[src/design/assert_macros.svh]
// assertion helpers for the divider
`ifndef ASSERT_MACROS_SVH
`define ASSERT_MACROS_SVH

// implication checked on every rising clock edge outside reset
`define ASSERT_IMPL(label, clk, rst_n, ante, cons) \
    label: assert property (@(posedge clk) disable iff (!rst_n) (ante) |-> (cons)) \
        else $error("assertion failed");

// next-cycle implication checked outside reset
`define ASSERT_NEXT(label, clk, rst_n, ante, cons) \
    label: assert property (@(posedge clk) disable iff (!rst_n) (ante) |=> (cons)) \
        else $error("assertion failed");

`endif

[src/design/srtd_pkg.sv]
package srtd_pkg;

    localparam int unsigned WORD_W = 64;
    localparam int unsigned CNT_W  = 5;

    typedef enum logic [1:0] {
        ST_IDLE,
        ST_RUN,
        ST_FIX,
        ST_DONE
    } state_t;

endpackage

[src/design/srtd_step.sv]
// one step unit of two chained subtractors: two restoring quotient bits per cycle
module srtd_step (
    input  logic [64:0] rem_in,
    input  logic [63:0] num_in,
    input  logic [63:0] den,
    output logic [64:0] rem_out,
    output logic [63:0] num_out,
    output logic [1:0]  bits
);
    logic [64:0] r1;
    logic [64:0] d1;
    logic [64:0] r1s;
    logic [64:0] r2;
    logic [64:0] d2;

    always_comb
    begin
        r1      = {rem_in[63:0], num_in[63]};
        d1      = r1 - {1'b0, den};
        bits[1] = !d1[64];
        r1s     = d1[64] ? r1 : d1;
        r2      = {r1s[63:0], num_in[62]};
        d2      = r2 - {1'b0, den};
        bits[0] = !d2[64];
        rem_out = d2[64] ? r2 : d2;
        num_out = {num_in[61:0], 2'b00};
    end
endmodule

[src/design/srt_radix8_integer_divider.sv]
// iterative divider: one operand transfer in, one quotient transfer out
// sequence: after the input transfer, 32 two-bit steps and one fix step (sign,
// zero divisor) precede output valid; one item at a time
// a new item is taken only in idle, after the previous quotient is accepted
// reset: rst_n asynchronous active low clears the sequencer; no result pending
module srt_radix8_integer_divider (
    input  logic         clk,
    input  logic         rst_n,
    input  logic         s_axis_tvalid,
    output logic         s_axis_tready,
    // tdata: dividend[63:0], divisor[127:64], half_width[128], is_signed[129], zeros
    input  logic [135:0] s_axis_tdata,
    output logic         m_axis_tvalid,
    input  logic         m_axis_tready,
    // tdata: quotient[63:0]
    output logic [63:0]  m_axis_tdata
);
    srtd_pkg::state_t state_reg, state_next;
    logic [srtd_pkg::CNT_W-1:0] cnt_reg, cnt_next;
    logic [64:0] rem_reg, rem_next;
    logic [63:0] num_reg, num_next;
    logic [63:0] den_reg, den_next;
    logic        neg_reg, neg_next;

    logic [63:0] a, b, ma, mb;
    logic        na, nb;
    logic [64:0] step_rem;
    logic [63:0] step_num;
    logic [1:0]  step_bits;

    // operand masking and magnitudes
    always_comb
    begin
        a  = s_axis_tdata[63:0];
        b  = s_axis_tdata[127:64];
        if (s_axis_tdata[128])
        begin
            a[31:0] = '0;
            b[31:0] = '0;
        end
        na = s_axis_tdata[129] & a[63];
        nb = s_axis_tdata[129] & b[63];
        ma = na ? (64'd0 - a) : a;
        mb = nb ? (64'd0 - b) : b;
    end

    // quotient bits shift into num as dividend bits leave
    srtd_step u_step (
        .rem_in  (rem_reg),
        .num_in  (num_reg),
        .den     (den_reg),
        .rem_out (step_rem),
        .num_out (step_num),
        .bits    (step_bits)
    );

    assign s_axis_tready = (state_reg == srtd_pkg::ST_IDLE);
    assign m_axis_tvalid = (state_reg == srtd_pkg::ST_DONE);
    assign m_axis_tdata  = num_reg;

    // next state
    always_comb
    begin
        state_next = state_reg;
        unique case (state_reg)
            srtd_pkg::ST_IDLE: if (s_axis_tvalid) state_next = srtd_pkg::ST_RUN;
            srtd_pkg::ST_RUN:  if (cnt_reg == '1) state_next = srtd_pkg::ST_FIX;
            srtd_pkg::ST_FIX:  state_next = srtd_pkg::ST_DONE;
            srtd_pkg::ST_DONE: if (m_axis_tready) state_next = srtd_pkg::ST_IDLE;
            default:           state_next = srtd_pkg::ST_IDLE;
        endcase
    end

    // datapath
    always_comb
    begin
        cnt_next = cnt_reg;
        rem_next = rem_reg;
        num_next = num_reg;
        den_next = den_reg;
        neg_next = neg_reg;
        unique case (state_reg)
            srtd_pkg::ST_IDLE:
            begin
                cnt_next = '0;
                rem_next = '0;
                num_next = ma;
                den_next = mb;
                neg_next = na ^ nb;
            end
            srtd_pkg::ST_RUN:
            begin
                cnt_next = cnt_reg + 1'b1;
                rem_next = step_rem;
                num_next = {step_num[63:2], step_bits};
            end
            srtd_pkg::ST_FIX:
            begin
                // zero divisor yields all ones from the loop; force zero
                if (den_reg == '0)
                    num_next = '0;
                else if (neg_reg)
                    num_next = 64'd0 - num_reg;
            end
            default: ;
        endcase
    end

    always_ff @(posedge clk or negedge rst_n)
    begin
        if (!rst_n)
        begin
            state_reg <= srtd_pkg::ST_IDLE;
            cnt_reg   <= '0;
        end
        else
        begin
            state_reg <= state_next;
            cnt_reg   <= cnt_next;
        end
    end

    always_ff @(posedge clk)
    begin
        rem_reg <= rem_next;
        num_reg <= num_next;
        den_reg <= den_next;
        neg_reg <= neg_next;
    end

`include "assert_macros.svh"
    `ASSERT_IMPL(a_excl, clk, rst_n, 1'b1, !(s_axis_tready && m_axis_tvalid))
    `ASSERT_NEXT(a_start, clk, rst_n, s_axis_tvalid && s_axis_tready,
        state_reg == srtd_pkg::ST_RUN && cnt_reg == '0)
    `ASSERT_NEXT(a_hold, clk, rst_n, m_axis_tvalid && !m_axis_tready,
        m_axis_tvalid && $stable(m_axis_tdata))
endmodule
[config.mk]
export PLATFORM = sky130hd
export DESIGN_NAME = srt_radix8_integer_divider
export DESIGN_NICKNAME = d
export VERILOG_FILES = /design/src/design/srtd_pkg.sv /design/src/design/srtd_step.sv /design/src/design/srt_radix8_integer_divider.sv
export VERILOG_INCLUDE_DIRS = /design/src /design/src/design
export SDC_FILE = /design/constraint.sdc
export NUM_CORES = 1
export LEC_CHECK = 0
export BUFFER_PORTS_ARGS = -buffer_cell sky130_fd_sc_hd__buf_2
export CAP_MARGIN = 20
export CORE_UTILIZATION = 45
export CTS_BUF_LIST = sky130_fd_sc_hd__clkbuf_2 sky130_fd_sc_hd__clkbuf_4 sky130_fd_sc_hd__clkbuf_8
export DETAILED_ROUTE_END_ITERATION = 8
export GPL_ROUTABILITY_DRIVEN = 0
export PLACE_DENSITY_LB_ADDON = 0.15
export SYNTH_ARGS = -nofsm -noshare
export SYNTH_HDL_FRONTEND = slang
export SYNTH_SLANG_ARGS = --single-unit
[constraint.sdc]
create_clock -name clk -period 5.88 [get_ports clk]
set_input_delay 0 -clock clk [delete_from_list [all_inputs] [get_ports clk]]
set_output_delay 0 -clock clk [all_outputs]
set_load 0.01 [all_outputs]
Yosys cells after proc, flatten, opt, wreduce, memory -nomap -nowiden --
Index checks and enable logic that the tools add are counted.
Word-level totals: logic and storage cells 46, input bits 140, output and inout bits 66, flip-flop bits (word level) 200
Operators by class: mux-type cells 15, bitwise gates (word level) 3, $add $sub $neg 6, equality and inequality tests 8, reductions and logical operators 8
Operators by type and width (number):
- $mux W64 | 6
- $pmux W64 S3 | 1
- $sub A1 B64 Y64 const A | 3
- $sub A65 B64 Y65 | 2
- $pmux W64 S2 | 1
- $logic_not A64 Y1 | 1
- $mux W32 | 2
- $pmux W5 S2 | 1
- $pmux W2 S4 | 1
- $mux W2 | 3
- $add A5 B1 Y5 const B | 1
- $eq A5 B5 Y1 const B | 1
- $eq A2 B2 Y1 const B | 2
- $ne A2 B2 Y1 const B | 2
- $ne A3 B3 Y1 const B | 1
- $reduce_and A3 Y1 | 1
- $reduce_bool A3 Y1 | 1
- $and A1 B1 Y1 | 2
- $eq A2 B1 Y1 const B | 1
- $logic_not A1 Y1 | 2
- $logic_not A2 Y1 | 1
- $ne A2 B1 Y1 const B | 1
- $reduce_and A2 Y1 | 1
- $reduce_bool A2 Y1 | 1
- $xor A1 B1 Y1 | 1

Logic depth before layout (Yosys ltp) --
Gate-level depths: netlist of the first run.
depth in word-level cells 5, mapped depth 31, depth with buffers taken out 26

Hierarchy --
Synthesis of the first run repeated with hierarchy kept, for this count alone.
Unflattened totals: cells, all modules 2753, area total of the unflattened synthesis 23092.1 um^2
Modules (own cells, without submodules):
- srt_radix8_integer_divider | cells an instance 1305, seq. area each 6000.8 um^2, area an instance 13003.7 um^2, times used 1
- srtd_step | cells an instance 1448, seq. area each 0.0 um^2, area an instance 10088.4 um^2, times used 1

Worst setup path before layout of the first run --
No wires, ideal clock.
kind register to register, start point reg num_reg[63], in the netlist m_axis_tdata[63], end point reg rem_reg[15] (data pin), setup time 0.266 ns, period minus slack after synthesis 6.253 ns, required time 5.614 ns, stages on the path, launching flop included 29, arrival 5.987 ns, path buffers 4, slack -0.373 ns, path through edfxtp_1 -> inv_1 -> ha_1 -> inv_1 -> fa_1 -> a211oi_1 -> o21ai_1 -> o311a_1 -> o21ba_2 -> a21oi_2 -> o21ai_1 -> o211ai_2 -> buf_4 -> buf_2 -> mux2_2 -> ha_1 -> buf_2 -> nand2_1 -> o21bai_1 -> a211oi_1 -> nand2_1 -> or3_4 -> a2111oi_4 -> o21ai_2 -> o21ai_4 -> xnor2_2 -> buf_2 -> mux2i_1 -> nor2_1
On the way: longest elaborated chain between the ends 5
Ends and longest elaborated chain:
- from (decl) | RTL line srt_radix8_integer_divider.sv:21 | logic [63:0] num_reg, num_next;
- from (signal assigned) | RTL line srt_radix8_integer_divider.sv:126 | num_reg <= num_next;
- $sub A65 B64 Y65 | RTL line srtd_step.sv:19 | d1 = r1 - {1'b0, den};
- $mux W64 * | RTL line srtd_step.sv:21 | r1s = d1[64] ? r1 : d1;
- $sub A65 B64 Y65 | RTL line srtd_step.sv:23 | d2 = r2 - {1'b0, den};
- $mux W64 * | RTL line srtd_step.sv:25 | rem_out = d2[64] ? r2 : d2;
- $pmux W64 S2 * | RTL line srt_radix8_integer_divider.sv:82 | unique case (state_reg)
- to (signal assigned) | RTL line srt_radix8_integer_divider.sv:125 | rem_reg <= rem_next;
- to (decl) | RTL line srt_radix8_integer_divider.sv:20 | logic [64:0] rem_reg, rem_next;
Every way passes the cells marked *; elsewhere a longest branch is shown, timed or not. A chain may end at the register's enable or synchronous reset.

Worst setup path in the final report of the first run --
start point reg num_reg[63], in the netlist m_axis_tdata[63], end point reg rem_reg[11] (data pin)
Same word-level chain as after synthesis.

==> impl_metrics.yaml, run 1 <==
placed_design:
  port_buffers: 199
  placed_cells: 3938
  post-dp-hpwl_um: 63600
  placed_area_sq_um: 27300
sta:
  max_freq_mhz: 161
  final_hold_viol_count: 0
  finalCritPeriodShare_pct: 106
  finalSetupTns_ns: -18.23
  final.setup_skew_ns: 0.0201
  worst_pin_slew_ns: 1.08
  drv_slew: 0
  fin_crit_ns: 6.22
  rsz0062_at_grt: "yes"
  holdWs_ns: 0.0278
  finalSetupViolCount: 65
  fin_ws_ns: -0.336
  slew_headroom_pct: 28.1
synthesis:
  avgSynthCellArea_sq_um: 8.05
  yosys_warnings: 0
  async_reset_ff_share_pct: 3.50
  synth_area_sq_um: 21700
  netlist_instances: 2700
  ys_types: 104
  synthFlopType: "edfxtp_1"
  ys_seq_area_share_pct: 27.5
  ys_ff_latch: 200
  synth_edf_count: 193
  synth_nets: 2979
critical_path:
  crit_family: "compound AO/OA/AOI/OAI gates"
  required_ns: 6.14
  crit_buf_inv: 8
  path_max_fanout: 12
  start_kind: "flop"
  critPathKind: "reg -> reg"
  max_stage_delay_ns: 0.45
  cp_slowest_cell: "or3_4"
  end_kind: "flop"
  arrival_ns: 6.47
  path_common_cell: "buf_12"
grt:
  gr-total-overflow: 0
  grt_pass1_wl_um: 134000
  grt_util_all_layers_pct: 34.1
  first_global_vias: 24700
  grt_max_degree: 94
  antenna_found_initial: 0
floorplan:
  rows: 80
  dieHeight_um: 222
  ioPinCount: 206
  core_sq_um: 47600
  die_x_um: 222
  dieArea_sq_um: 49200
  initial_utilization_pct: 45.6
clocking:
  clkSinkCount: 200
  ctsRootBufferMaster: "clkbuf_8"
  numCtsBuffers: 17
  clockBufferDepth: 2
  cts_tree: "built"
  h-tree-depth: 4
  clk_latency_ns: 0.54
  clk_pin_slew_ns: 0.12
final_layout:
  finalNonFillerCells: 4164
  layout.nets: 3815
  n_antenna_cell: 0
  final_cell_mix: "583 x buf_4, 254 x nand2_1, 249 x nor2_1"
  drive_gt1_share_pct: 32.3
  layout.cells.most_common: "buf_4"
  syn2layout_area_growth_pct: 43.4
  design_area_sq_um: 31200
detailed_routing:
  drtIter0Drc: 2241
  first_pass_iters: 5
  post-route-drc-count: 0
  dr_total_vias: 25000
  wire_per_inst_um: 20.9
  postRouteAntennaNets: 0
  wl_um: 86800
  detail_route.vias_per_cell: 6.01
flow_run:
  drv_cap: 0
status:
  failed_checks: "negative setup slack"
  status: "finished, violations left"
hold_path:
  hp-class: "in -> reg"
## kinds of logic after synthesis
logic type,Yosys count,synth area share (%)
buffers and inverters,260,4.95
and+or+nand+nor,940,21.0
AOI/OAI and AO/OA,870,26.5
muxes,29,1.40
xor gates and xnor gates,262,10.6
adders and majority gates,139,8.07
DFF,200,27.5
## worst min-delay path, delay by kind of cell
family | cells | cell delay (ns)
xor+xnor | 1 | 0.07
buf+inv | 1 | 0.13
simple gates | 2 | 0.16
compound gates | 1 | 0.05
## cell usage after synthesis, drive strengths merged, types with 8 or more instances
| library cell | instances | area share (%) |
|---|---|---|
| a211oi | 45 | 2.2 |
| a21boi | 8 | 0.28 |
| a21o | 59 | 2.0 |
| a21oi | 264 | 6.1 |
| a22o | 16 | 0.64 |
| a22oi | 33 | 1.1 |
| a31oi | 27 | 0.78 |
| a32oi | 14 | 0.56 |
| and2 | 12 | 0.35 |
| and3 | 15 | 0.43 |
| and4 | 8 | 0.33 |
| buf | 43 | 1.2 |
| clkbuf | 91 | 1.6 |
| edfxtp | 193 | 27 |
| ha | 137 | 7.9 |
| inv | 126 | 2.2 |
| mux2 | 11 | 0.57 |
| mux2i | 18 | 0.83 |
| nand2 | 273 | 4.7 |
| nand2b | 22 | 0.63 |
| nand3 | 41 | 0.97 |
| nand4 | 53 | 1.6 |
| nor2 | 284 | 5.0 |
| nor2b | 21 | 0.60 |
| nor3 | 71 | 1.8 |
| nor4 | 58 | 1.9 |
| o211ai | 14 | 0.53 |
| o21a | 30 | 1.0 |
| o21ai | 198 | 4.6 |
| o21bai | 31 | 1.1 |
| o31a | 10 | 0.40 |
| o31ai | 42 | 1.5 |
| o41ai | 14 | 0.56 |
| or3 | 41 | 1.2 |
| or4 | 18 | 0.73 |
| xnor2 | 156 | 6.3 |
| xor2 | 106 | 4.3 |
## final timing paths
path | from | end | slack [ns] | depth (start not counted)
hold reg to reg | cnt_reg[4] | cnt_reg[4] | 0.52 | 1
setup / recovery | m_axis_tdata[63] | rem_reg[11] | -0.34 | 31
min in group asynchronous | rst_n | state_reg[1] | 0.42 | 3
max in group asynchronous | rst_n | cnt_reg[2] | 5.17 | 3
setup reg to reg | m_axis_tdata[63] | rem_reg[11] | -0.34 | 31
hold / removal | s_axis_tdata[26] | m_axis_tdata[26] | 0.03 | 5
## through the flow
stage,setup slack (ns),utilization (%)
final,-0.336,65.4
after global routing,-0.500,65.4
after CTS,-0.259,63.9
after detailed placement,-0.471,57.3
after global placement,-0.437,57.3
after floorplan,-0.0165,-
## metal layers
metal  vias up  track usage, %  share of wire, %
li1      11700               -                 -
met1     11800            42.5                40
met2      1275            58.4                48
met3       290            4.55               7.2
met4         0            15.9               5.0
met5         -               0                 0
## repair_timing
item | in CTS | in global routing
setup buffers | 34 | 16
gates cloned | 12 | 1
gates resized for setup | 213 | 123
hold buffers | 131 | 0
pin swaps | 56 | 73
hold endpoints to repair | 121 | 0
endpoints found under the setup margin | 65 | 65
## cell type report
type                       count  area, sq um
fill                        3874        16500
multi-input combinational   2240        16100
timing repair buffer         951         7490
sequential                   200         5970
tap                          615          769
inverter                     126          475
clock buffer                  19          249
clock inverter                13          114
Power of run 1 is left out: the tool's default activity adds up to more than one toggle a clock period on the data nets, which glitch-free logic cannot reach.
==> run 2, diff against run 1 <==
ABC_CLOCK_PERIOD_IN_PS = 5880   (was default)
SETUP_SLACK_MARGIN = 0.3   (was default)
==> impl_metrics.yaml, run 2 (synthesis results as in run 1) <==
sta:
  rsz0062_at_grt: "yes"
  finalSetupTns_ns: -22.20
  worst_pin_slew_ns: 0.984
  fin_ws_ns: -0.419
  finalSetupViolCount: 65
  final.setup_skew_ns: 0.0237
  finalCritPeriodShare_pct: 107
  drv_slew: 0
  final_hold_viol_count: 0
  slew_headroom_pct: 34.4
  fin_crit_ns: 6.30
  max_freq_mhz: 159
critical_path:
  cp_slowest_cell: "or3_4"
  path_max_fanout: 9
  path_common_cell: "buf_12"
  cp-startpoint: "m_axis_tdata[63]"
  critPathKind: "reg -> reg"
  required_ns: 6.13
  end_kind: "flop"
  crit_family: "compound AO/OA/AOI/OAI gates"
  arrival_ns: 6.55
  max_stage_delay_ns: 0.43
  start_kind: "flop"
  crit_buf_inv: 9
  worstReg2RegStart: "m_axis_tdata[63]"
status:
  failed_checks: "negative setup slack"
  status: "finished, violations left"
floorplan:
  die_x_um: 222
  dieHeight_um: 222
  core_sq_um: 47600
  initial_utilization_pct: 45.6
  ioPinCount: 206
  dieArea_sq_um: 49200
  rows: 80
detailed_routing:
  first_pass_iters: 6
  detail_route.vias_per_cell: 6.00
  wire_per_inst_um: 20.4
  post-route-drc-count: 0
  wl_um: 84600
  dr_total_vias: 24900
  postRouteAntennaNets: 0
  drtIter0Drc: 2233
hold_path:
  hp-start: "s_axis_tdata[16]"
  hp-class: "in -> reg"
grt:
  antenna_found_initial: 2
  first_global_vias: 24300
  grt_util_all_layers_pct: 33.1
  grt_max_degree: 81
  grt_pass1_wl_um: 130000
  gr-total-overflow: 0
clocking:
  numCtsBuffers: 17
  clk_pin_slew_ns: 0.11
  clkSinkCount: 200
  h-tree-depth: 4
  clockBufferDepth: 2
  clk_latency_ns: 0.54
  cts_tree: "built"
  ctsRootBufferMaster: "clkbuf_8"
final_layout:
  regArea_sq_um: 5970
  syn2layout_area_growth_pct: 41.0
  multiInputGateArea_sq_um: 15800
  fillers: 3956
  drive_gt1_share_pct: 30.9
  final_cell_mix: "560 x buf_4, 259 x nand2_1, 257 x nor2_1"
  layout.nets: 3799
  layout.cells.most_common: "buf_4"
placed_design:
  port_buffers: 199
  post-dp-hpwl_um: 63800
flow_run:
  drv_cap: 0
-- run 2: changes by cell type in the layout (fill, tap and decap cells not counted), moves of 6 or more --
cell,delta
ha_4,-6
buf_16,-6
buf_8,+7
a21oi_1,-6
o21ai_0,+6
buf_6,+11
nor2_1,+8
a21oi_2,+9
buf_4,-23
nor2_4,-10
-- run 2: layer usage --
metal / wire length [um] / vias to the layer above / global-route usage [%]
met5: 0 / - / 0
met4: 3880 / 0 / 13.8
met3: 6780 / 257 / 5.54
met2: 39900 / 1176 / 55.7
met1: 34100 / 11800 / 42.0
li1: - / 11600 / -
-- run 2: stage by stage --
stage | hold slack [ns] | area, sq um | instances | utilization (%) | setup slack (ns)
after global placement | -0.161 | 27300 | 3936 | 57.3 | -0.301
after detailed placement | -0.156 | 27300 | 3936 | 57.3 | -0.389
after global routing | 0.0508 | 30700 | 4150 | 64.3 | -0.571
after floorplan | -0.296 | 21900 | 2700 | - | 0.0587
after CTS | 0.00159 | 29600 | 4115 | 62.1 | -0.276
final | 0.0309 | 30700 | 4150 | 64.3 | -0.419
-- run 2: worst min-delay path, delay by kind of cell --
family,cells,cell delay (ns)
AND/OR/NAND/NOR,2,0.18
XOR/XNOR,1,0.06
buffers and inverters,1,0.12
AO/OA/AOI/OAI,1,0.05
-- run 2: worst paths after layout --
kind | end | slack, ns | depth (start not counted)
worst max-delay path | rem_reg[10] | -0.42 | 30
worst min-delay path | m_axis_tdata[16] | 0.03 | 5
worst max register to register | rem_reg[10] | -0.42 | 30
worst min register to register | cnt_reg[0] | 0.52 | 1
max in group asynchronous | state_reg[1] | 5.21 | 3
min in group asynchronous | cnt_reg[4] | 0.43 | 3
-- run 2: final cells by class --
class                   count  share of cell area (%)
diodes                      2                  0.0163
clock inverters            14                   0.555
multi-input cells        2240                    51.5
clock buffers              18                   0.788
inverters                 126                    1.56
repair buffers            935                    23.6
well taps                 615                    2.51
flip-flops and latches    200                    19.5
-- run 2: repair_timing --
action,CTS,global route
hold buffers,132,0
endpoints found under the hold margin,119,0
setup buffers,12,29
setup endpoints to repair,65,65
pin swaps,6,70
gates cloned,3,4
resized for setup,87,192
Power of run 2 is left out for the same reason.
